### src/rtl/core/gpl_pkg.sv
// Shared types and constants of the GPIO port with configuration lock.
// Depends on nothing; every other file of the block imports it.
`default_nettype none

package gpl_pkg;

    // Number of pins the port is built for, and the widths of the bus fields.
    localparam int unsigned GPL_PIN_COUNT  = 16;
    localparam int unsigned GPL_PIN_W      = 16;
    localparam int unsigned GPL_WORD_W     = 32;
    localparam int unsigned GPL_PINS_WORD  = 8;

    // Reset value of both mode words, and of the nibble of an absent pin.
    localparam logic [GPL_WORD_W-1:0] GPL_MODE_RESET = 32'h4444_4444;

    // Bit of a lock word that carries the key.
    localparam int unsigned GPL_KEY_BIT = 16;

    typedef enum logic {
        OP_READ  = 1'b0,
        OP_WRITE = 1'b1
    } t_op;

    typedef enum logic [2:0] {
        REG_MODE_LOW  = 3'd0,
        REG_MODE_HIGH = 3'd1,
        REG_INPUT     = 3'd2,
        REG_OUTPUT    = 3'd3,
        REG_SET       = 3'd4,
        REG_RESET     = 3'd5,
        REG_LOCK      = 3'd6
    } t_reg_sel;

    // Progress through the lock key sequence.
    typedef enum logic [1:0] {
        KEY_IDLE   = 2'd0,
        KEY_FIRST  = 2'd1,
        KEY_SECOND = 2'd2,
        KEY_ARMED  = 2'd3
    } t_key_phase;

    // One bus access as it sits in the input register.
    typedef struct packed {
        t_op                   op;
        t_reg_sel              sel;
        logic [GPL_WORD_W-1:0] data;
        logic [GPL_PIN_W-1:0]  levels;
    } t_access;

    // Port state seen by the outside.
    typedef struct packed {
        logic [GPL_PIN_W-1:0]  pin_drive;
        logic [GPL_WORD_W-1:0] mode_low;
        logic [GPL_WORD_W-1:0] mode_high;
        logic                  lock_active;
    } t_port_view;

endpackage

`default_nettype wire

### src/rtl/core/gpl_core.sv
// Register file of the GPIO port: mode words, output data, lock bits and the
// lock key sequencer, with the read mux. Depends on gpl_pkg.
`default_nettype none

module gpl_core #(
    parameter int unsigned PIN_COUNT = gpl_pkg::GPL_PIN_COUNT
) (
    input  wire logic                            i_clk,
    input  wire logic                            i_rst_n,
    input  wire gpl_pkg::t_access                i_access,
    input  wire logic                            i_commit,
    output logic [gpl_pkg::GPL_WORD_W-1:0]       o_read_data,
    output gpl_pkg::t_port_view                  o_view
);
    import gpl_pkg::*;

    localparam logic [GPL_PIN_W-1:0] PinMask =
        GPL_PIN_W'((33'd1 << PIN_COUNT) - 33'd1);

    logic [GPL_WORD_W-1:0] r_mode_low,  n_mode_low;
    logic [GPL_WORD_W-1:0] r_mode_high, n_mode_high;
    logic [GPL_PIN_W-1:0]  r_out_data,  n_out_data;
    logic [GPL_PIN_W-1:0]  r_lock_bits, n_lock_bits;
    logic                  r_lock_key,  n_lock_key;
    t_key_phase            r_phase,     n_phase;
    logic [GPL_PIN_W-1:0]  r_pattern,   n_pattern;

    logic [GPL_WORD_W-1:0] w_mask_low;
    logic [GPL_WORD_W-1:0] w_mask_high;
    logic [GPL_PIN_W-1:0]  w_pat;
    logic                  w_key;
    logic                  w_match;

    // A nibble is writable when its pin exists and is not frozen by the lock.
    always_comb begin
        for (int i = 0; i < GPL_PINS_WORD; i++) begin
            w_mask_low[4*i +: 4]  = {4{(i < PIN_COUNT) && !(r_lock_key && r_lock_bits[i])}};
            w_mask_high[4*i +: 4] = {4{((i + GPL_PINS_WORD) < PIN_COUNT)
                                       && !(r_lock_key && r_lock_bits[i + GPL_PINS_WORD])}};
        end
    end

    assign w_pat   = i_access.data[GPL_PIN_W-1:0];
    assign w_key   = i_access.data[GPL_KEY_BIT];
    assign w_match = (w_pat == r_pattern);

    always_comb begin
        n_mode_low  = r_mode_low;
        n_mode_high = r_mode_high;
        n_out_data  = r_out_data;
        n_lock_bits = r_lock_bits;
        n_lock_key  = r_lock_key;
        n_phase     = r_phase;
        n_pattern   = r_pattern;
        o_read_data = '0;
        if (i_access.op == OP_WRITE) begin
            case (i_access.sel)
                REG_MODE_LOW: begin
                    n_mode_low = (r_mode_low & ~w_mask_low) | (i_access.data & w_mask_low);
                end
                REG_MODE_HIGH: begin
                    n_mode_high = (r_mode_high & ~w_mask_high)
                                | (i_access.data & w_mask_high);
                end
                REG_OUTPUT: begin
                    n_out_data = w_pat & PinMask;
                end
                REG_SET: begin
                    n_out_data = (r_out_data | w_pat) & PinMask;
                end
                REG_RESET: begin
                    n_out_data = r_out_data & ~w_pat & PinMask;
                end
                REG_LOCK: begin
                    if (!r_lock_key) begin
                        // A write that is not the expected step restarts the
                        // sequence, and starts a new one if it carries the key.
                        if (r_phase == KEY_FIRST && !w_key && w_match) begin
                            n_phase = KEY_SECOND;
                        end else if (r_phase == KEY_SECOND && w_key && w_match) begin
                            n_phase = KEY_ARMED;
                        end else if (w_key) begin
                            n_phase   = KEY_FIRST;
                            n_pattern = w_pat;
                        end else begin
                            n_phase = KEY_IDLE;
                        end
                        n_lock_bits = w_pat & PinMask;
                    end
                end
                default: begin
                end
            endcase
        end else begin
            case (i_access.sel)
                REG_MODE_LOW:  o_read_data = r_mode_low;
                REG_MODE_HIGH: o_read_data = r_mode_high;
                REG_INPUT:     o_read_data = GPL_WORD_W'(i_access.levels & PinMask);
                REG_OUTPUT:    o_read_data = GPL_WORD_W'(r_out_data);
                REG_LOCK: begin
                    // The closing read still returns the key bit as zero.
                    o_read_data = GPL_WORD_W'({r_lock_key, r_lock_bits});
                    if (!r_lock_key) begin
                        if (r_phase == KEY_ARMED) begin
                            n_lock_key = 1'b1;
                        end
                        n_phase = KEY_IDLE;
                    end
                end
                default: o_read_data = '0;
            endcase
        end
    end

    always_ff @(posedge i_clk) begin
        if (!i_rst_n) begin
            r_mode_low  <= GPL_MODE_RESET;
            r_mode_high <= GPL_MODE_RESET;
            r_out_data  <= '0;
            r_lock_bits <= '0;
            r_lock_key  <= 1'b0;
            r_phase     <= KEY_IDLE;
            r_pattern   <= '0;
        end else if (i_commit) begin
            r_mode_low  <= n_mode_low;
            r_mode_high <= n_mode_high;
            r_out_data  <= n_out_data;
            r_lock_bits <= n_lock_bits;
            r_lock_key  <= n_lock_key;
            r_phase     <= n_phase;
            r_pattern   <= n_pattern;
        end
    end

    assign o_view.pin_drive   = r_out_data;
    assign o_view.mode_low    = r_mode_low;
    assign o_view.mode_high   = r_mode_high;
    assign o_view.lock_active = r_lock_key;

endmodule

`default_nettype wire

### src/rtl/core/gpio_port_with_lock.sv
// Top level of the GPIO port with configuration lock: input register, result
// register and handshake control around gpl_core. Depends on gpl_pkg, gpl_core.
//
//   Channel   Direction  Handshake               Payload
//   access    in         i_in_valid / o_in_stall i_op, i_reg_select, i_write_data,
//                                                i_pin_levels
//   result    out        o_out_valid / i_out_stall o_read_data, o_pin_drive,
//                                                o_mode_low_word, o_mode_high_word,
//                                                o_lock_active
//
// The port takes one access beat per cycle while o_in_stall is low. An
// accepted beat sits in the input register until it moves on; then the
// register file updates and the read data is captured in the result register.
// Reset is synchronous and active low; it empties both registers and restores
// the port state. A stalled result holds both its read data and the port state
// behind it; an access beat then waits in the input register and the access
// side is stalled only while that register is full.
`default_nettype none

module gpio_port_with_lock #(
    parameter int unsigned PIN_COUNT = gpl_pkg::GPL_PIN_COUNT
) (
    input  wire logic                              i_clk,
    input  wire logic                              i_rst_n,
    input  wire logic                              i_in_valid,
    output logic                                   o_in_stall,
    input  wire logic                              i_op,
    input  wire logic [2:0]                        i_reg_select,
    input  wire logic [gpl_pkg::GPL_WORD_W-1:0]    i_write_data,
    input  wire logic [gpl_pkg::GPL_PIN_W-1:0]     i_pin_levels,
    output logic                                   o_out_valid,
    input  wire logic                              i_out_stall,
    output logic [gpl_pkg::GPL_WORD_W-1:0]         o_read_data,
    output logic [gpl_pkg::GPL_PIN_W-1:0]          o_pin_drive,
    output logic [gpl_pkg::GPL_WORD_W-1:0]         o_mode_low_word,
    output logic [gpl_pkg::GPL_WORD_W-1:0]         o_mode_high_word,
    output logic                                   o_lock_active
);
    import gpl_pkg::*;

    logic                  r_in_valid,  n_in_valid;
    t_access               r_in;
    logic                  r_out_valid, n_out_valid;
    logic [GPL_WORD_W-1:0] r_read_data;

    logic                  w_in_accept;
    logic                  w_advance;
    logic [GPL_WORD_W-1:0] w_read_data;
    t_port_view            w_view;

    // The held access moves on whenever the result register is free or is
    // being emptied in this cycle.
    assign w_advance   = r_in_valid && (!r_out_valid || !i_out_stall);
    assign o_in_stall  = r_in_valid && !w_advance;
    assign w_in_accept = i_in_valid && !o_in_stall;

    always_comb begin
        n_in_valid = r_in_valid;
        if (w_in_accept) begin
            n_in_valid = 1'b1;
        end else if (w_advance) begin
            n_in_valid = 1'b0;
        end

        n_out_valid = r_out_valid;
        if (w_advance) begin
            n_out_valid = 1'b1;
        end else if (r_out_valid && !i_out_stall) begin
            n_out_valid = 1'b0;
        end
    end

    always_ff @(posedge i_clk) begin
        if (!i_rst_n) begin
            r_in_valid  <= 1'b0;
            r_out_valid <= 1'b0;
        end else begin
            r_in_valid  <= n_in_valid;
            r_out_valid <= n_out_valid;
        end
    end

    // Payload registers carry no reset.
    always_ff @(posedge i_clk) begin
        if (w_in_accept) begin
            r_in.op     <= t_op'(i_op);
            r_in.sel    <= t_reg_sel'(i_reg_select);
            r_in.data   <= i_write_data;
            r_in.levels <= i_pin_levels;
        end
        if (w_advance) begin
            r_read_data <= w_read_data;
        end
    end

    gpl_core #(
        .PIN_COUNT (PIN_COUNT)
    ) u_core (
        .i_clk       (i_clk),
        .i_rst_n     (i_rst_n),
        .i_access    (r_in),
        .i_commit    (w_advance),
        .o_read_data (w_read_data),
        .o_view      (w_view)
    );

    // The port state changes only on the edge that loads a new result, so it
    // stays in step with the result register.
    assign o_out_valid      = r_out_valid;
    assign o_read_data      = r_read_data;
    assign o_pin_drive      = w_view.pin_drive;
    assign o_mode_low_word  = w_view.mode_low;
    assign o_mode_high_word = w_view.mode_high;
    assign o_lock_active    = w_view.lock_active;

endmodule

`default_nettype wire

### config.mk
export PLATFORM = sky130hd
export DESIGN_NAME = gpio_port_with_lock
export DESIGN_NICKNAME = d
export VERILOG_FILES = /design/src/rtl/core/gpl_pkg.sv /design/src/rtl/core/gpl_core.sv /design/src/rtl/core/gpio_port_with_lock.sv
export SDC_FILE = /design/constraint.sdc
export NUM_CORES = 1
export LEC_CHECK = 0
export BUFFER_PORTS_ARGS = -buffer_cell sky130_fd_sc_hd__clkbuf_2
export CORE_MARGIN = 5
export CORE_UTILIZATION = 55
export DETAILED_ROUTE_END_ITERATION = 16
export PLACE_DENSITY = 0.87
export SLEW_MARGIN = 20
export SYNTH_ARGS = -nofsm -noshare
export SYNTH_HDL_FRONTEND = slang
export SYNTH_SLANG_ARGS = --single-unit
### constraint.sdc
create_clock -name i_clk -period 5.15 [get_ports i_clk]
set_clock_uncertainty 0.2 [all_clocks]
set_input_delay 1.03 -clock i_clk [delete_from_list [all_inputs] [get_ports i_clk]]
set_output_delay 1.03 -clock i_clk [all_outputs]
set_load 0.02 [all_outputs]
### Word-level counts from Yosys, hierarchy flattened

Cells that the tools add are included.

* flip-flop bits (word level): 201
* input port bits: 56
* output and inout port bits: 115
* logic and storage cells: 112

* equal/unequal tests: 10
* mux-type cells: 16
* bitwise operators: 15
* reductions and logical operators: 57

Operators by type and width (number)
* 32-bit case mux with 5 select lines: 1
* 32-bit AND: 4
* 32-bit NOT: 2
* 32-bit OR: 2
* 16-bit case mux with 3 select lines: 1
* 1-bit logical AND: 24
* 1-bit zero test: 21
* 16-bit AND: 1
* 16-bit == test: 1
* 16-bit NOT: 1
* 16-bit OR: 1
* 3-bit AND reduction: 5
* 2-bit two-way mux: 7
* 3-bit == test, second input constant: 3
* 1-bit two-way mux: 7
* 7-bit AND reduction: 1
* 3-bit by 2-bit == test with 1-bit output, second input constant: 2
* 2-bit == test, second input constant: 2
* 1-bit NOT: 4
* 4-bit AND reduction: 1
* 2-bit nonzero test: 2
* 3-bit by 1-bit == test with 1-bit output, second input constant: 1
* 3-bit zero test: 1
* 3-bit nonzero test: 1
* other kinds (2): 2

### Depth between registers and ports, before layout

* word-level depth: 8
* mapped depth: 9
* depth with buffers taken out: 5

### By module

Synthesis repeated with hierarchy kept, for this count alone.

* cell total of the unflattened synthesis: 822
* area, all modules: 8635.8 sq um

By module, submodules not included
* gpl_core: instances 1, cells an instance 730, area each 6029.5 sq um, sequential area each 2302.2 sq um
* gpio_port_with_lock: instances 1, cells an instance 92, area each 2606.2 sq um, sequential area each 2562.5 sq um

### Worst setup path before layout

OpenSTA, ideal clock, no wires.

* path kind: input -> register
* start: input port i_out_stall
* end: register r_in[0] (netlist bit) (enable)
* library setup time: 0.467 ns
* arrival time: 3.633 ns
* data required time: 4.483 ns
* slack: 0.849 ns
* cell stages on the path: 2
* path buffers: 0
* cell sequence: and3_1 > nor2b_1

* word-level cells in the longest chain between the ends: 7

RTL lines
* from (decl): RTL line gpio_port_with_lock.sv:32 `input wire logic i_out_stall,`
* 1-bit zero test: RTL line gpio_port_with_lock.sv:53 `assign w_advance = r_in_valid && (!r_out_valid || !i_out_stall);`
* 1-bit logical OR: RTL line gpio_port_with_lock.sv:53
* 1-bit logical AND: RTL line gpio_port_with_lock.sv:53
* 1-bit zero test: RTL line gpio_port_with_lock.sv:54 `assign o_in_stall = r_in_valid && !w_advance;`
* 1-bit logical AND: RTL line gpio_port_with_lock.sv:54
* 1-bit zero test: RTL line gpio_port_with_lock.sv:55 `assign w_in_accept = i_in_valid && !o_in_stall;`
* 1-bit logical AND: RTL line gpio_port_with_lock.sv:55
* to (decl): RTL line gpio_port_with_lock.sv:42 `t_access r_in;`

Every way passes these cells.
A chain may end at the register's enable or synchronous reset.

### Final worst setup path

* start: register r_in[49] (netlist bit)
* end: register u_core.r_pattern[12]

* word-level cells in the longest chain between the ends: 2

RTL lines
* 3-bit == test: RTL line gpl_core.sv:57 `case (i_access.sel)`
* 7-bit AND reduction (no line)
* to (signal assigned): RTL line gpl_core.sv:131 `r_pattern <= n_pattern;`
* to (decl): RTL line gpl_core.sv:26 `logic [GPL_PIN_W-1:0] r_pattern, n_pattern;`

Every way passes these cells.

==> out/qor.yml <==
run_status:
  status: "completed"
timing:
  tightestPinTransition_ns: 0.9785
  drv_slew: 0
  setup-violations-final: 0
  max_slew_margin_pct: 34.68
  period_share_pct: 63.47
  period_needed_ns: 3.268
  whs_ns: 0.2972
  setup_ws_ns: 1.882
  setup_tns_ns: 0
  hold_viol: 0
  rsz0062_at_grt: "false"
  fmax_mhz: 306.0
layout:
  fill_cells: 1149
  nNetsFinal: 967
  final-seq-area_um2: 4865
  final_area_um2: 10150
  layout.cells.non_filler: 1136
  areaGrowthSynthToFinish_pct: 17.96
  diodes: 0
  drive_above_1_share_pct: 23.89
  multi_input_area_um2: 3457
  final_util_pct: 66.53
clock_tree:
  htreeDepth: 1
  cts_buffers: 21
  cts.sinks: 201
  cts_resized: 0
  clkTransAtPathRegs_ns: 0.07
  hold_buffers: 0
  cts_setup_buffers: 0
  cts_root_buf: "clkbuf_16"
  clock_path_buffers: 3
  clock_latency_ns: 0.49
  cts_tree: "done"
yosys:
  synth_top_flop_cell: "dfxtp_1"
  synth_nets: 831
  yosysUniqueCellTypes: 41
  synth_xor_xnor_area_share_pct: 1.977
  synthCells: 775
  async_flop_share_pct: 0
  yosys-top-cells-area: "edfxtp_1 (29%), dfxtp_1 (27%), mux2i_1 (13%)"
  yosysTopAreaCellShare_pct: 29.31
  syn_avg_cell_area_um2: 11.10
  syn-cell-area_um2: 8606
  synth-adder-area-share_pct: 0
  synth.area.mux_share_pct: 13.04
  synth_edf_count: 84
  yosysWarnings: 0
  synthSimpleGateAreaFrac_pct: 14.03
  synth_top_family_by_area: "simple AND/OR/NAND/NOR gates"
  yosysSeqAreaShare_pct: 56.53
  yosys.area.top_type: "edfxtp_1"
  ys_ff_latch: 201
  synth_compound_area_share_pct: 11.04
die:
  start_util_pct: 56.40
  fp-row-count: 45
  die_area_um2: 18250
  die_h_um: 135.1
  io-pin-count: 171
  die_x_um: 135.1
  fp.coreArea_um2: 15260
routing:
  vias_per_cell: 5.760
  dr.pass1.iters: 5
  ant_nets: 0
  drc: 0
  wl_mm: 22.11
  drtIter0Drc: 596
  num_vias: 6543
  wire_per_inst_um: 19.46
setup_path:
  critical_path_class: "reg2reg"
  r2r_cells: 6
  r2r-end: "u_core.r_pattern[12]$_SDFFE_PN0P_"
  timing.rr.start: "r_in[49]$_DFFE_PP_"
  cp.required_ns: 5.39
  crit_path_end_kind: "flip-flop"
  crit_path_start_kind: "flip-flop"
  arrival_ns: 3.50
  cp_max_fo: 23
  reg2reg_setup_slack_ns: 1.88
job:
  cap_violations: 0
placement:
  dpl-instance-area_um2: 9492
  hpwl_mm: 14.97
  numPortBuffers: 170
  gp_congestion: 0.8451
  place_inst: 1099
  pre_cts_ws_ns: 1.523
global_routing:
  grt_pass1_vias: 6374
  overflow: 0
  grt_pass1_wl_mm: 34.55
  track_usage_pct: 23.79
  grt_max_degree: 134
  grt_antenna_before_repair: 0
min_path:
  holdPathEnd: "u_core.r_out_data[7]$_SDFFE_PN0P_"
  hp-class: "reg2reg"
  holdPathStages: 2
  hold_start: "u_core.r_out_data[7]$_SDFFE_PN0P_"
pwr:
  clkPwrFrac_pct: 42.4
  finalPower_mw: 3.378
  seq_power_share_pct: 51.8
  power_density_nw_per_um2: 332.8
  p_sw_uw: 758.4
  irDropWorstVdd_uv: 283.5
  p_int_mw: 2.620
  p_leak_nw: 4.504
  swShare_pct: 22.45
  combPwrFrac_pct: 5.8
power by group through the flow:
stage	clock (mW)	combinational, mW	sequential (mW)
floorplan	0	0.117	1.78
global placement	0	0.189	1.78
detailed placement	0	0.193	1.78
CTS	1.46	0.195	1.75
global route	1.53	0.210	1.75
finish	1.43	0.195	1.75
area by class of cell:
type | instances | area share, %
Clock buffer | 26 | 5.658
Sequential cell | 201 | 47.92
Timing Repair Buffer | 177 | 8.961
Multi-Input combinational cell | 510 | 34.06
Clock inverter | 11 | 0.8012
Tap cell | 211 | 2.601
cell families after synthesis:
kind of cell,after synthesis
simple gates,241
flops,201
compound gates,141
mux,112
buf+inv,64
xor+xnor,16
cells in the mapped netlist, drive strengths merged, types with 6 or more instances:
cell / n
dfxtp: 117
mux2i: 111
edfxtp: 84
nand2: 68
nor2b: 67
nor2: 51
clkbuf: 41
nor3: 36
a21oi: 34
buf: 23
o21ai: 20
a21boi: 19
a21o: 17
a22oi: 17
a211o: 16
o22ai: 16
xnor2: 16
nand4: 6
per-layer routing:
| metal | up-vias | share of wire, % | global-route usage, % |
|---|---|---|---|
| li1 | 3026 | - | - |
| met3 | 52 | 8.9 | 5.402 |
| met4 | 0 | 3.2 | 7.391 |
| met1 | 3148 | 42 | 32.07 |
| met2 | 317 | 46 | 38.44 |
| met5 | - | 0 | 0 |
critical path: stages (launching register included):
cell	delay [ns]
edfxtp_1	0.32
buf_4	0.36
and3b_1	0.81
and4_1	0.81
o21ai_4	0.30
o22ai_1	0.28
a211o_1	0.13
how the worst max path moves through the flow:
stage / startpoint / endpoint / slack (ns)
global placement: i_out_stall / flip-flop / 1.64
detailed placement: i_out_stall / flip-flop / 1.52
CTS: r_in[49]$_DFFE_PP_ / u_core.r_pattern[2]$_SDFFE_PN0P_ / 1.99
global route: r_in[49]$_DFFE_PP_ / u_core.r_pattern[1]$_SDFFE_PN0P_ / 1.78
floorplan: i_out_stall / r_in[0]$_DFFE_PP_ / 0.85
finish: r_in[49]$_DFFE_PP_ / u_core.r_pattern[12]$_SDFFE_PN0P_ / 1.88
layout by cell type (no fill, tap or decap), types with 6 or more instances in the layout:
cell,n
dfxtp_1,117
a21oi_1,33
nand2_1,68
nor2b_1,66
xnor2_1,12
a21o_1,17
o22ai_1,16
clkbuf_16,21
nor2_1,51
a21boi_0,12
a21boi_1,6
clkbuf_2,169
nor3_1,34
buf_4,7
a211o_1,16
o21ai_0,18
a22oi_1,17
mux2i_1,111
edfxtp_1,84
(Power assumes the default switching activity.)
